### src/rtl/edi2d_pkg.sv
// Shared types, constants, saturation helpers and the microcode table of the drag integrator.
`default_nettype none

package edi2d_pkg;

   // Item and result layouts
   typedef struct packed {
      logic               func;
      logic signed [31:0] dir_x;
      logic signed [31:0] dir_y;
      logic [15:0]        time_step;
   } req_payload_type;

   typedef struct packed {
      logic signed [31:0] pos_x;
      logic signed [31:0] pos_y;
      logic signed [31:0] vel_x;
      logic signed [31:0] vel_y;
   } rsp_payload_type;

   // Item function codes
   localparam logic FUNC_MOVE = 1'b0;
   localparam logic FUNC_TICK = 1'b1;

   // Configuration registers
   localparam int unsigned CSR_WIDTH = 31;

   typedef enum logic {
      CSR_MOVE_SPEED     = 1'b0,
      CSR_DRAG_OVER_MASS = 1'b1
   } csr_index_type;

   localparam logic [CSR_WIDTH-1:0] MOVE_SPEED_RESET     = 31'd65536;
   localparam logic [CSR_WIDTH-1:0] DRAG_OVER_MASS_RESET = 31'd0;

   // Square root unit: 64-bit radicand, 32-bit root, two radicand bits per iteration
   localparam int unsigned RADICAND_WIDTH = 64;
   localparam int unsigned ROOT_WIDTH     = RADICAND_WIDTH / 2;

   localparam logic signed [31:0] S32_MAX = 32'sh7FFF_FFFF;
   localparam logic signed [31:0] S32_MIN = 32'sh8000_0000;

   // Microcode fields
   typedef enum logic [2:0] {
      A_DIR_X,
      A_DIR_Y,
      A_VEL_X,
      A_VEL_Y,
      A_DRAG,
      A_ACC_X,
      A_ACC_Y
   } mul_a_type;

   typedef enum logic [2:0] {
      B_SPEED,
      B_VEL_X,
      B_VEL_Y,
      B_ROOT,
      B_NEG_K,
      B_DT
   } mul_b_type;

   typedef enum logic [3:0] {
      WB_NONE,
      WB_VX_SET,
      WB_VY_SET,
      WB_SQ_LOAD,
      WB_SQ_ADD,
      WB_K,
      WB_AX,
      WB_AY,
      WB_VX_ADD,
      WB_VY_ADD,
      WB_PX_ADD,
      WB_PY_ADD
   } wb_type;

   typedef enum logic [1:0] {
      SQ_IDLE,
      SQ_INIT,
      SQ_STEP
   } sqrt_op_type;

   typedef enum logic [1:0] {
      J_NONE,
      J_ALWAYS,
      J_VEL_ZERO,
      J_SQRT_BUSY
   } jump_type;

   localparam int unsigned STEP_COUNT = 18;
   localparam int unsigned PC_WIDTH   = $clog2(STEP_COUNT);
   typedef logic [PC_WIDTH-1:0] pc_type;

   // Step addresses
   localparam pc_type S_MOVE_DX   = 5'd0;
   localparam pc_type S_MOVE_DY   = 5'd1;
   localparam pc_type S_MOVE_VY   = 5'd2;
   localparam pc_type S_TICK_VX2  = 5'd3;
   localparam pc_type S_TICK_VY2  = 5'd4;
   localparam pc_type S_SQ_ADD    = 5'd5;
   localparam pc_type S_SQRT_INIT = 5'd6;
   localparam pc_type S_SQRT_LOOP = 5'd7;
   localparam pc_type S_K_MUL     = 5'd8;
   localparam pc_type S_K_WB      = 5'd9;
   localparam pc_type S_AX_MUL    = 5'd10;
   localparam pc_type S_AY_MUL    = 5'd11;
   localparam pc_type S_DVX_MUL   = 5'd12;
   localparam pc_type S_DVY_MUL   = 5'd13;
   localparam pc_type S_DPX_MUL   = 5'd14;
   localparam pc_type S_DPY_MUL   = 5'd15;
   localparam pc_type S_PY_WB     = 5'd16;
   localparam pc_type S_DONE      = 5'd17;

   typedef struct packed {
      mul_a_type   mul_a;
      mul_b_type   mul_b;
      wb_type      wb;
      sqrt_op_type sqrt_op;
      jump_type    jump;
      pc_type      target;
      logic        done;
   } ctrl_word_type;

   localparam ctrl_word_type CTRL_NOP = '{
      mul_a: A_DIR_X, mul_b: B_SPEED, wb: WB_NONE, sqrt_op: SQ_IDLE,
      jump: J_NONE, target: S_MOVE_DX, done: 1'b0
   };

   typedef struct packed {
      logic vel_zero;
      logic sqrt_busy;
   } dp_status_type;

   // Clamp a value to the signed 32-bit range
   function automatic logic signed [31:0] sat_s50(input logic signed [49:0] v);
      logic signed [31:0] r;
      if (v[49:31] == '0 || v[49:31] == '1) begin
         r = v[31:0];
      end else begin
         r = v[49] ? S32_MIN : S32_MAX;
      end
      return r;
   endfunction

   // Saturating signed 32-bit add
   function automatic logic signed [31:0] sat_add32(input logic signed [31:0] a,
                                                    input logic signed [31:0] b);
      logic signed [32:0] s;
      logic signed [31:0] r;
      s = {a[31], a} + {b[31], b};
      if (s[32] != s[31]) begin
         r = s[32] ? S32_MIN : S32_MAX;
      end else begin
         r = s[31:0];
      end
      return r;
   endfunction

   function automatic ctrl_word_type cw(input mul_a_type a, input mul_b_type b,
                                        input wb_type w, input sqrt_op_type q,
                                        input jump_type j, input pc_type t,
                                        input logic d);
      ctrl_word_type c;
      c = '{mul_a: a, mul_b: b, wb: w, sqrt_op: q, jump: j, target: t, done: d};
      return c;
   endfunction

   // Microcode table. A product issued in one step is written back in the next.
   function automatic ctrl_word_type microcode(input pc_type addr);
      ctrl_word_type w;
      unique case (addr)
         // move: v = dir * move_speed
         S_MOVE_DX:   w = cw(A_DIR_X, B_SPEED, WB_NONE, SQ_IDLE, J_NONE, S_MOVE_DX, 1'b0);
         S_MOVE_DY:   w = cw(A_DIR_Y, B_SPEED, WB_VX_SET, SQ_IDLE, J_NONE, S_MOVE_DX, 1'b0);
         S_MOVE_VY:   w = cw(A_DIR_X, B_SPEED, WB_VY_SET, SQ_IDLE, J_ALWAYS, S_DONE, 1'b0);
         // tick: squared speed, skipped when at rest
         S_TICK_VX2:  w = cw(A_VEL_X, B_VEL_X, WB_NONE, SQ_IDLE, J_VEL_ZERO, S_DONE, 1'b0);
         S_TICK_VY2:  w = cw(A_VEL_Y, B_VEL_Y, WB_SQ_LOAD, SQ_IDLE, J_NONE, S_MOVE_DX, 1'b0);
         S_SQ_ADD:    w = cw(A_DIR_X, B_SPEED, WB_SQ_ADD, SQ_IDLE, J_NONE, S_MOVE_DX, 1'b0);
         // square root, one root bit per pass
         S_SQRT_INIT: w = cw(A_DIR_X, B_SPEED, WB_NONE, SQ_INIT, J_NONE, S_MOVE_DX, 1'b0);
         S_SQRT_LOOP: w = cw(A_DIR_X, B_SPEED, WB_NONE, SQ_STEP, J_SQRT_BUSY, S_SQRT_LOOP,
                             1'b0);
         // drag factor and acceleration
         S_K_MUL:     w = cw(A_DRAG, B_ROOT, WB_NONE, SQ_IDLE, J_NONE, S_MOVE_DX, 1'b0);
         S_K_WB:      w = cw(A_DIR_X, B_SPEED, WB_K, SQ_IDLE, J_NONE, S_MOVE_DX, 1'b0);
         S_AX_MUL:    w = cw(A_VEL_X, B_NEG_K, WB_NONE, SQ_IDLE, J_NONE, S_MOVE_DX, 1'b0);
         S_AY_MUL:    w = cw(A_VEL_Y, B_NEG_K, WB_AX, SQ_IDLE, J_NONE, S_MOVE_DX, 1'b0);
         // Euler updates, velocity first
         S_DVX_MUL:   w = cw(A_ACC_X, B_DT, WB_AY, SQ_IDLE, J_NONE, S_MOVE_DX, 1'b0);
         S_DVY_MUL:   w = cw(A_ACC_Y, B_DT, WB_VX_ADD, SQ_IDLE, J_NONE, S_MOVE_DX, 1'b0);
         S_DPX_MUL:   w = cw(A_VEL_X, B_DT, WB_VY_ADD, SQ_IDLE, J_NONE, S_MOVE_DX, 1'b0);
         S_DPY_MUL:   w = cw(A_VEL_Y, B_DT, WB_PX_ADD, SQ_IDLE, J_NONE, S_MOVE_DX, 1'b0);
         S_PY_WB:     w = cw(A_DIR_X, B_SPEED, WB_PY_ADD, SQ_IDLE, J_NONE, S_MOVE_DX, 1'b0);
         S_DONE:      w = cw(A_DIR_X, B_SPEED, WB_NONE, SQ_IDLE, J_NONE, S_MOVE_DX, 1'b1);
         default:     w = CTRL_NOP;
      endcase
      return w;
   endfunction

endpackage

`default_nettype wire

### src/rtl/edi2d_isqrt.sv
// Iterative integer square root, two radicand bits per cycle while op is SQ_STEP.
`default_nettype none

module edi2d_isqrt (
   input  wire logic                                  clock,
   input  wire logic                                  reset,
   input  wire edi2d_pkg::sqrt_op_type                op,
   input  wire logic [edi2d_pkg::RADICAND_WIDTH-1:0]  radicand,
   output logic      [edi2d_pkg::ROOT_WIDTH-1:0]      root,
   output logic                                       busy
);

   localparam int unsigned RW = edi2d_pkg::ROOT_WIDTH;
   localparam int unsigned XW = edi2d_pkg::RADICAND_WIDTH;
   localparam int unsigned CW = $clog2(RW);
   localparam logic [CW-1:0] LAST_ITER = CW'(RW - 1);

   logic [XW-1:0] x_ff;
   logic [RW:0]   rem_ff;
   logic [RW-1:0] root_ff;
   logic [CW-1:0] count_ff;

   logic [RW+2:0] cand;
   logic [RW+2:0] trial;
   logic [RW+2:0] diff;
   logic          fits;

   // One restoring step: bring down two bits, try root*4+1
   always_comb begin
      cand  = {rem_ff, x_ff[XW-1 -: 2]};
      trial = {1'b0, root_ff, 2'b01};
      diff  = cand - trial;
      fits  = (cand >= trial);
   end

   // Iteration counter
   always_ff @(posedge clock) begin
      if (reset) begin
         count_ff <= '0;
      end else if (op == edi2d_pkg::SQ_INIT) begin
         count_ff <= LAST_ITER;
      end else if (op == edi2d_pkg::SQ_STEP && count_ff != '0) begin
         count_ff <= count_ff - 1'b1;
      end
   end

   // Partial remainder and root
   always_ff @(posedge clock) begin
      if (op == edi2d_pkg::SQ_INIT) begin
         x_ff    <= radicand;
         rem_ff  <= '0;
         root_ff <= '0;
      end else if (op == edi2d_pkg::SQ_STEP) begin
         x_ff <= {x_ff[XW-3:0], 2'b00};
         if (fits) begin
            rem_ff  <= diff[RW:0];
            root_ff <= {root_ff[RW-2:0], 1'b1};
         end else begin
            rem_ff  <= cand[RW:0];
            root_ff <= {root_ff[RW-2:0], 1'b0};
         end
      end
   end

   assign root = root_ff;
   assign busy = (count_ff != '0);

endmodule

`default_nettype wire

### src/rtl/edi2d_datapath.sv
// Datapath: state registers, shared multiplier, write-back logic and square root unit.
`default_nettype none

module edi2d_datapath (
   input  wire logic                            clock,
   input  wire logic                            reset,
   input  wire logic                            load,
   input  wire edi2d_pkg::req_payload_type      req_payload,
   input  wire edi2d_pkg::ctrl_word_type        ctrl,
   input  wire logic [edi2d_pkg::CSR_WIDTH-1:0] move_speed,
   input  wire logic [edi2d_pkg::CSR_WIDTH-1:0] drag_over_mass,
   output edi2d_pkg::rsp_payload_type           state,
   output edi2d_pkg::dp_status_type             status
);

   localparam int unsigned RW = edi2d_pkg::ROOT_WIDTH;
   localparam int unsigned XW = edi2d_pkg::RADICAND_WIDTH;

   // Captured item
   logic signed [31:0] dir_x_ff;
   logic signed [31:0] dir_y_ff;
   logic [15:0]        dt_ff;

   // Body state
   logic signed [31:0] pos_x_ff;
   logic signed [31:0] pos_y_ff;
   logic signed [31:0] vel_x_ff;
   logic signed [31:0] vel_y_ff;

   // Intermediates
   logic signed [65:0] prod_ff;
   logic [XW-1:0]      sq_ff;
   logic [31:0]        k_ff;
   logic signed [31:0] acc_x_ff;
   logic signed [31:0] acc_y_ff;

   logic signed [32:0] mul_a_op;
   logic signed [32:0] mul_b_op;
   logic signed [65:0] prod_in;
   logic signed [32:0] neg_k;
   logic signed [31:0] fx;
   logic               k_over;
   logic [31:0]        k_in;
   logic [RW-1:0]      root;
   logic               sqrt_busy;

   edi2d_isqrt u_isqrt (
      .clock    (clock),
      .reset    (reset),
      .op       (ctrl.sqrt_op),
      .radicand (sq_ff),
      .root     (root),
      .busy     (sqrt_busy)
   );

   // Operand selection for the shared 33x33 multiplier
   always_comb begin
      neg_k = 33'sd0 - $signed({1'b0, k_ff});
      unique case (ctrl.mul_a)
         edi2d_pkg::A_DIR_X: mul_a_op = {dir_x_ff[31], dir_x_ff};
         edi2d_pkg::A_DIR_Y: mul_a_op = {dir_y_ff[31], dir_y_ff};
         edi2d_pkg::A_VEL_X: mul_a_op = {vel_x_ff[31], vel_x_ff};
         edi2d_pkg::A_VEL_Y: mul_a_op = {vel_y_ff[31], vel_y_ff};
         edi2d_pkg::A_DRAG:  mul_a_op = {2'b00, drag_over_mass};
         edi2d_pkg::A_ACC_X: mul_a_op = {acc_x_ff[31], acc_x_ff};
         edi2d_pkg::A_ACC_Y: mul_a_op = {acc_y_ff[31], acc_y_ff};
         default:            mul_a_op = '0;
      endcase
      unique case (ctrl.mul_b)
         edi2d_pkg::B_SPEED: mul_b_op = {2'b00, move_speed};
         edi2d_pkg::B_VEL_X: mul_b_op = {vel_x_ff[31], vel_x_ff};
         edi2d_pkg::B_VEL_Y: mul_b_op = {vel_y_ff[31], vel_y_ff};
         edi2d_pkg::B_ROOT:  mul_b_op = {1'b0, root};
         edi2d_pkg::B_NEG_K: mul_b_op = neg_k;
         edi2d_pkg::B_DT:    mul_b_op = {17'd0, dt_ff};
         default:            mul_b_op = '0;
      endcase
      prod_in = mul_a_op * mul_b_op;
   end

   // Q16.16 product: floor shift by 16 then clamp; drag factor capped at 2^31
   always_comb begin
      fx     = edi2d_pkg::sat_s50(prod_ff[65:16]);
      k_over = (prod_ff[65:48] != '0) || (prod_ff[47] && prod_ff[46:16] != '0);
      k_in   = k_over ? 32'h8000_0000 : prod_ff[47:16];
   end

   // Body state, written back from the previous step's product
   always_ff @(posedge clock) begin
      if (reset) begin
         pos_x_ff <= '0;
         pos_y_ff <= '0;
         vel_x_ff <= '0;
         vel_y_ff <= '0;
      end else begin
         unique case (ctrl.wb)
            edi2d_pkg::WB_VX_SET: vel_x_ff <= fx;
            edi2d_pkg::WB_VY_SET: vel_y_ff <= fx;
            edi2d_pkg::WB_VX_ADD: vel_x_ff <= edi2d_pkg::sat_add32(vel_x_ff, fx);
            edi2d_pkg::WB_VY_ADD: vel_y_ff <= edi2d_pkg::sat_add32(vel_y_ff, fx);
            edi2d_pkg::WB_PX_ADD: pos_x_ff <= edi2d_pkg::sat_add32(pos_x_ff, fx);
            edi2d_pkg::WB_PY_ADD: pos_y_ff <= edi2d_pkg::sat_add32(pos_y_ff, fx);
            default: ;
         endcase
      end
   end

   // Item capture, product register and intermediates
   always_ff @(posedge clock) begin
      if (load) begin
         dir_x_ff <= req_payload.dir_x;
         dir_y_ff <= req_payload.dir_y;
         dt_ff    <= req_payload.time_step;
      end
      prod_ff <= prod_in;
      unique case (ctrl.wb)
         edi2d_pkg::WB_SQ_LOAD: sq_ff    <= prod_ff[XW-1:0];
         edi2d_pkg::WB_SQ_ADD:  sq_ff    <= sq_ff + prod_ff[XW-1:0];
         edi2d_pkg::WB_K:       k_ff     <= k_in;
         edi2d_pkg::WB_AX:      acc_x_ff <= fx;
         edi2d_pkg::WB_AY:      acc_y_ff <= fx;
         default: ;
      endcase
   end

   assign state = '{pos_x: pos_x_ff, pos_y: pos_y_ff, vel_x: vel_x_ff, vel_y: vel_y_ff};
   assign status = '{vel_zero: (vel_x_ff == '0 && vel_y_ff == '0), sqrt_busy: sqrt_busy};

endmodule

`default_nettype wire

### src/rtl/euler_drag_integrator_2d.sv
// Top level: configuration registers, microcode sequencer and result register.
//
// Usage: a 2D body under quadratic drag, stepped by semi-implicit Euler in Q16.16.
// Items arrive on req_* (valid/stall); an item transfers when req_valid is
// high and req_stall is low. func selects move (set velocity from direction)
// or tick (drag and Euler update over time_step). Every item gives exactly one
// result on rsp_* carrying position and velocity after the item.
// Configuration is a plain write port: csr_write with csr_index and csr_data.
// The square root loop, one pass per bit of the 32-bit root, dominates a
// tick; every other step is one pass of the shared 33x33 multiplier. A tick
// at zero velocity skips straight to the final step. One item is worked on
// at a time: a new item is not taken until the last one has left its final step.
// req_stall is high while an item is in work. A finished result waits in the
// output register; a stalled receiver holds it and the next item can still be
// taken, but its result waits at the final step until the register frees up.
// Reset clears position and velocity to zero, move_speed to 1.0 and
// drag_over_mass to zero, and empties the result register.
`default_nettype none

module euler_drag_integrator_2d (
   input  wire logic                            clock,
   input  wire logic                            reset,
   input  wire logic                            req_valid,
   output logic                                 req_stall,
   input  wire edi2d_pkg::req_payload_type      req_payload,
   output logic                                 rsp_valid,
   input  wire logic                            rsp_stall,
   output edi2d_pkg::rsp_payload_type           rsp_payload,
   input  wire logic                            csr_write,
   input  wire edi2d_pkg::csr_index_type        csr_index,
   input  wire logic [edi2d_pkg::CSR_WIDTH-1:0] csr_data
);

   logic [edi2d_pkg::CSR_WIDTH-1:0] move_speed_ff;
   logic [edi2d_pkg::CSR_WIDTH-1:0] drag_over_mass_ff;

   logic                        busy_ff;
   edi2d_pkg::pc_type           pc_ff;
   edi2d_pkg::pc_type           pc_in;
   logic                        rsp_valid_ff;
   edi2d_pkg::rsp_payload_type  rsp_payload_ff;

   edi2d_pkg::ctrl_word_type    rom_word;
   edi2d_pkg::ctrl_word_type    ctrl;
   edi2d_pkg::rsp_payload_type  dp_state;
   edi2d_pkg::dp_status_type    dp_status;
   logic                        req_xfer;
   logic                        done_fire;
   logic                        taken;

   // Configuration writes
   always_ff @(posedge clock) begin
      if (reset) begin
         move_speed_ff     <= edi2d_pkg::MOVE_SPEED_RESET;
         drag_over_mass_ff <= edi2d_pkg::DRAG_OVER_MASS_RESET;
      end else if (csr_write) begin
         unique case (csr_index)
            edi2d_pkg::CSR_MOVE_SPEED:     move_speed_ff     <= csr_data;
            edi2d_pkg::CSR_DRAG_OVER_MASS: drag_over_mass_ff <= csr_data;
            default: ;
         endcase
      end
   end

   // Microcode fetch and branch decision
   always_comb begin
      rom_word  = edi2d_pkg::microcode(pc_ff);
      ctrl      = busy_ff ? rom_word : edi2d_pkg::CTRL_NOP;
      req_xfer  = req_valid && !req_stall;
      done_fire = busy_ff && rom_word.done && !(rsp_valid_ff && rsp_stall);
      unique case (rom_word.jump)
         edi2d_pkg::J_NONE:      taken = 1'b0;
         edi2d_pkg::J_ALWAYS:    taken = 1'b1;
         edi2d_pkg::J_VEL_ZERO:  taken = dp_status.vel_zero;
         edi2d_pkg::J_SQRT_BUSY: taken = dp_status.sqrt_busy;
         default:                taken = 1'b0;
      endcase
      priority if (req_xfer) begin
         pc_in = (req_payload.func == edi2d_pkg::FUNC_TICK) ? edi2d_pkg::S_TICK_VX2
                                                            : edi2d_pkg::S_MOVE_DX;
      end else if (!busy_ff || rom_word.done) begin
         pc_in = pc_ff;
      end else if (taken) begin
         pc_in = rom_word.target;
      end else begin
         pc_in = pc_ff + 1'b1;
      end
   end

   // Sequencer and result handshake
   always_ff @(posedge clock) begin
      if (reset) begin
         busy_ff      <= 1'b0;
         pc_ff        <= edi2d_pkg::S_MOVE_DX;
         rsp_valid_ff <= 1'b0;
      end else begin
         pc_ff <= pc_in;
         if (req_xfer) begin
            busy_ff <= 1'b1;
         end else if (done_fire) begin
            busy_ff <= 1'b0;
         end
         if (done_fire) begin
            rsp_valid_ff <= 1'b1;
         end else if (rsp_valid_ff && !rsp_stall) begin
            rsp_valid_ff <= 1'b0;
         end
      end
   end

   // Result register
   always_ff @(posedge clock) begin
      if (done_fire) begin
         rsp_payload_ff <= dp_state;
      end
   end

   edi2d_datapath u_datapath (
      .clock          (clock),
      .reset          (reset),
      .load           (req_xfer),
      .req_payload    (req_payload),
      .ctrl           (ctrl),
      .move_speed     (move_speed_ff),
      .drag_over_mass (drag_over_mass_ff),
      .state          (dp_state),
      .status         (dp_status)
   );

   assign req_stall   = busy_ff;
   assign rsp_valid   = rsp_valid_ff;
   assign rsp_payload = rsp_payload_ff;

`ifndef SYNTHESIS
   // An accepted item always starts the sequencer
   a_accept_starts: assert property (@(posedge clock) disable iff (reset)
      (req_valid && !req_stall) |=> busy_ff)
      else $error("accepted item did not start the sequencer");

   // A result appears only from the final step
   a_result_from_done: assert property (@(posedge clock) disable iff (reset)
      $rose(rsp_valid_ff) |-> $past(done_fire))
      else $error("result raised without a completed item");

   // The square root unit only runs inside the root loop
   a_sqrt_in_loop: assert property (@(posedge clock) disable iff (reset)
      dp_status.sqrt_busy |-> (busy_ff && pc_ff == edi2d_pkg::S_SQRT_LOOP))
      else $error("square root running outside its loop step");
`endif

endmodule

`default_nettype wire

### config.mk
export PLATFORM = sky130hd
export DESIGN_NAME = euler_drag_integrator_2d
export DESIGN_NICKNAME = d
export VERILOG_FILES = /design/src/rtl/edi2d_pkg.sv /design/src/rtl/edi2d_isqrt.sv /design/src/rtl/edi2d_datapath.sv /design/src/rtl/euler_drag_integrator_2d.sv
export SDC_FILE = /design/constraint.sdc
export NUM_CORES = 2
export LEC_CHECK = 0
export BUFFER_PORTS_ARGS = -buffer_cell sky130_fd_sc_hd__buf_2
export CAP_MARGIN = 20
export CORE_UTILIZATION = 55
export DETAILED_ROUTE_END_ITERATION = 12
export PLACE_DENSITY = 0.84
export SLEW_MARGIN = 20
export SYNTH_ARGS = -nofsm -noshare
export SYNTH_HDL_FRONTEND = slang
export SYNTH_HIERARCHICAL = 1
export SYNTH_SLANG_ARGS = --single-unit
### constraint.sdc
create_clock -name clock -period 10.63 [get_ports clock]
set_input_delay 2.126 -clock clock [delete_from_list [all_inputs] [get_ports clock]]
set_output_delay 2.126 -clock clock [all_outputs]
set_load 0.005 [all_outputs]
==> out/qor.csv <==
metric,value,unit
status,"complete, no violations",
yosys warns,6,
iteration-0 DRC count of the detailed router,7615,
Crit path required time,11.24,ns
placer's final routability congestion estimate,1.05,
initial antenna violation count,24,
CTS tree,built,
Critical Path Source,req_stall$_SDFFE_PP0P_,
Sink Count,782,
Critical Path Sink,u_datapath/prod_ff[63]$_DFF_P_,
Worst R2R Setup Slack,0.25,ns
# Post-CTS Setup Buffers,0,
Critical-path top delay cell,mux2i_1,
drt wl/cell,25.9,um
Nets,10546,
worst skew pair latency,0.74,ns
Worst setup SP type,flop,
Die X,388,um
R2R Path End,u_datapath/prod_ff[63]$_DFF_P_,
Util after Layout,60.2,%
Post-Synthesis Cells,8718,
Die Y,388,um
max-cap viol count,0,
Peak VDD IR,0.000418,V
fraction of layout cells with a size suffix above 1,10.7,%
Final setup viols,0,
Final Critical Period,10.38,ns
area of the multi-input gates,55800,um2
grt total ovfl,0,
all-layer global routing usage,37.3,%
cell row count,141,
Syn Area/Cell,9.41,um2
CTS Buffer Depth,3,
IO buf count,247,
First-pass DRT Iterations,7,
H-tree level count,3,
fin crit share,97.7,%
Hold Crit Class,flop to flop,
vias per cell,6.21,
RSZ-0062 raised after global routing,false,
clock slew at reported path FFs,0.06,ns
Worst EP arrival,11.00,ns
Seq. cell area,20000,um2
die area,151000,um2
vias in the first global route,67081,
leakage,39.8,nW
Core Region,148000,um2
R2R depth,28,
setup_tns,0,ns
pwr/cell area,258,nW/um2
I/O pins,248,
DR vias,67449,
Synth Cell Area,82000,um2
Crit. End Element,flop,
Routed Antenna Nets,0,
syn_nets,10416,
number of buffers created by CTS,84,
Initial Util,55.5,%
crit-path most repeated cell,fa_1,
Final HPWL DP,221000,um
WS Path Type,flop to flop,
Worst Skew,0.0336,ns
"Largest stage delay, worst path",0.71,ns
Final Hold Viols,0,
Worst Max-Slew Pin Slew,1.19,ns
Max Clk Rate,0.0963,GHz
worst-path fanout max,23,
# DRC,0,
fillers,12379,
Final Max Tran Viols,0,
DRT Wirelength,281000,um
Slew headroom,20.6,%
reg2reg start,req_stall$_SDFFE_PP0P_,
Root Buffer,clkbuf_16,
largest net degree at the start of global routing,95,
first-pass GRT wire length,419000,um
area grow syn2layout,8.53,%
-- flip-flops by register name (all words and copies together), names as in the netlist, 31 cells and up --
register / cells
drag_over_mass_ff: 31
move_speed_ff: 31
rsp_payload: 128
u_datapath/acc_x_ff: 32
u_datapath/acc_y_ff: 32
u_datapath/dir_x_ff: 32
u_datapath/dir_y_ff: 32
u_datapath/k_ff: 32
u_datapath/pos_x_ff: 32
u_datapath/pos_y_ff: 32
u_datapath/prod_ff: 66
u_datapath/sq_ff: 64
u_datapath/u_isqrt/rem_ff: 33
u_datapath/u_isqrt/root: 32
u_datapath/u_isqrt/x_ff: 64
u_datapath/vel_x_ff: 32
u_datapath/vel_y_ff: 32
-- power by group --
part	total [mW]	internal [mW]	switching [mW]
clock network	3.15	1.78	1.37
registers	3.86	3.57	0.289
logic	15.9	6.08	9.87
total	23.0	11.4	11.5
-- critical path: cells and delay by family, from the launching register on --
family / cells / cell delay [ns]
xor gates and xnor gates: 1 / 0.15
and+or+nand+nor: 6 / 1.24
AOI/OAI and AO/OA: 6 / 1.60
adders and majority gates: 9 / 4.59
DFF: 1 / 0.52
buffers and inverters: 4 / 0.87
muxes: 2 / 1.26
-- per-stage QoR --
stage / std cells / area (um2) / setup slack, ns / hold WS (ns) / total power, mW
after global routing: 10853 / 89000 / 0.00737 / 0.475 / 24.7
after global placement: 10691 / 86000 / 0.534 / 0.440 / 19.1
after detailed placement: 10691 / 86000 / 0.454 / 0.446 / 19.3
after CTS: 10848 / 88900 / 0.423 / 0.454 / 22.7
final: 10867 / 89000 / 0.249 / 0.456 / 23.0
after floorplan: 8718 / 82000 / 0.738 / 0.431 / 14.8
-- worst min path at each step --
stage          cells after the start                            endpoint  slack [ns]                                start
4_1_cts                            2   drag_over_mass_ff[5]$_SDFFE_PP0P_        0.45    drag_over_mass_ff[5]$_SDFFE_PP0P_
2_1_floorplan                      0          rsp_payload[101]$_DFFE_PP_        0.43  u_datapath/pos_x_ff[5]$_SDFFE_PP0N_
5_1_grt                            2  drag_over_mass_ff[13]$_SDFFE_PP0P_        0.48   drag_over_mass_ff[13]$_SDFFE_PP0P_
3_5_place_dp                       2  drag_over_mass_ff[13]$_SDFFE_PP0P_        0.45   drag_over_mass_ff[13]$_SDFFE_PP0P_
3_3_place_gp                       2  drag_over_mass_ff[27]$_SDFFE_PP0P_        0.44   drag_over_mass_ff[27]$_SDFFE_PP0P_
6_report                           2  drag_over_mass_ff[24]$_SDFFE_PP0P_        0.46   drag_over_mass_ff[24]$_SDFFE_PP0P_
-- layer usage --
layer	part of all wire (%)	GRT usage (%)
met5	0.042	0.0957
met4	6.0	18.7
met3	14	12.2
met2	42	53.7
met1	38	50.3
-- area by class of cell --
| cell class | instances | area share (%) |
|---|---|---|
| clock inverters | 55 | 0.759 |
| well taps | 1930 | 2.71 |
| flip-flops and latches | 782 | 22.4 |
| inverters | 1280 | 5.40 |
| diodes | 18 | 0.0506 |
| repair buffers | 483 | 3.48 |
| clock buffers | 102 | 2.53 |
| multi-input cells | 6217 | 62.6 |
-- timing repair --
action | in CTS | in global routing
endpoints found under the setup margin | 0 | 5
resized for setup | 0 | 5
hold buffers | 0 | 0
-- cell usage in the layout, fill, tap and decap left out, types with 41 or more instances in the layout --
cell          n
nand4_1      64
xor2_1      109
o21ai_0     257
a211oi_1    100
xnor2_1     176
edfxtp_1    432
inv_1      1277
buf_4       230
and3_1       68
dfxtp_1     350
o21bai_1     42
mux2i_1      84
and2_1       80
nor2b_1      48
nor2_1      774
nor3_1      109
fa_1       1127
a21oi_1     438
buf_2       246
nor4_1       41
nand3_1      91
nand2b_1     77
ha_1        450
clkbuf_16    85
nand2_1    1102
a21o_1      145
mux2_2       87
No activity file was read; power rests on OpenSTA's default activity.
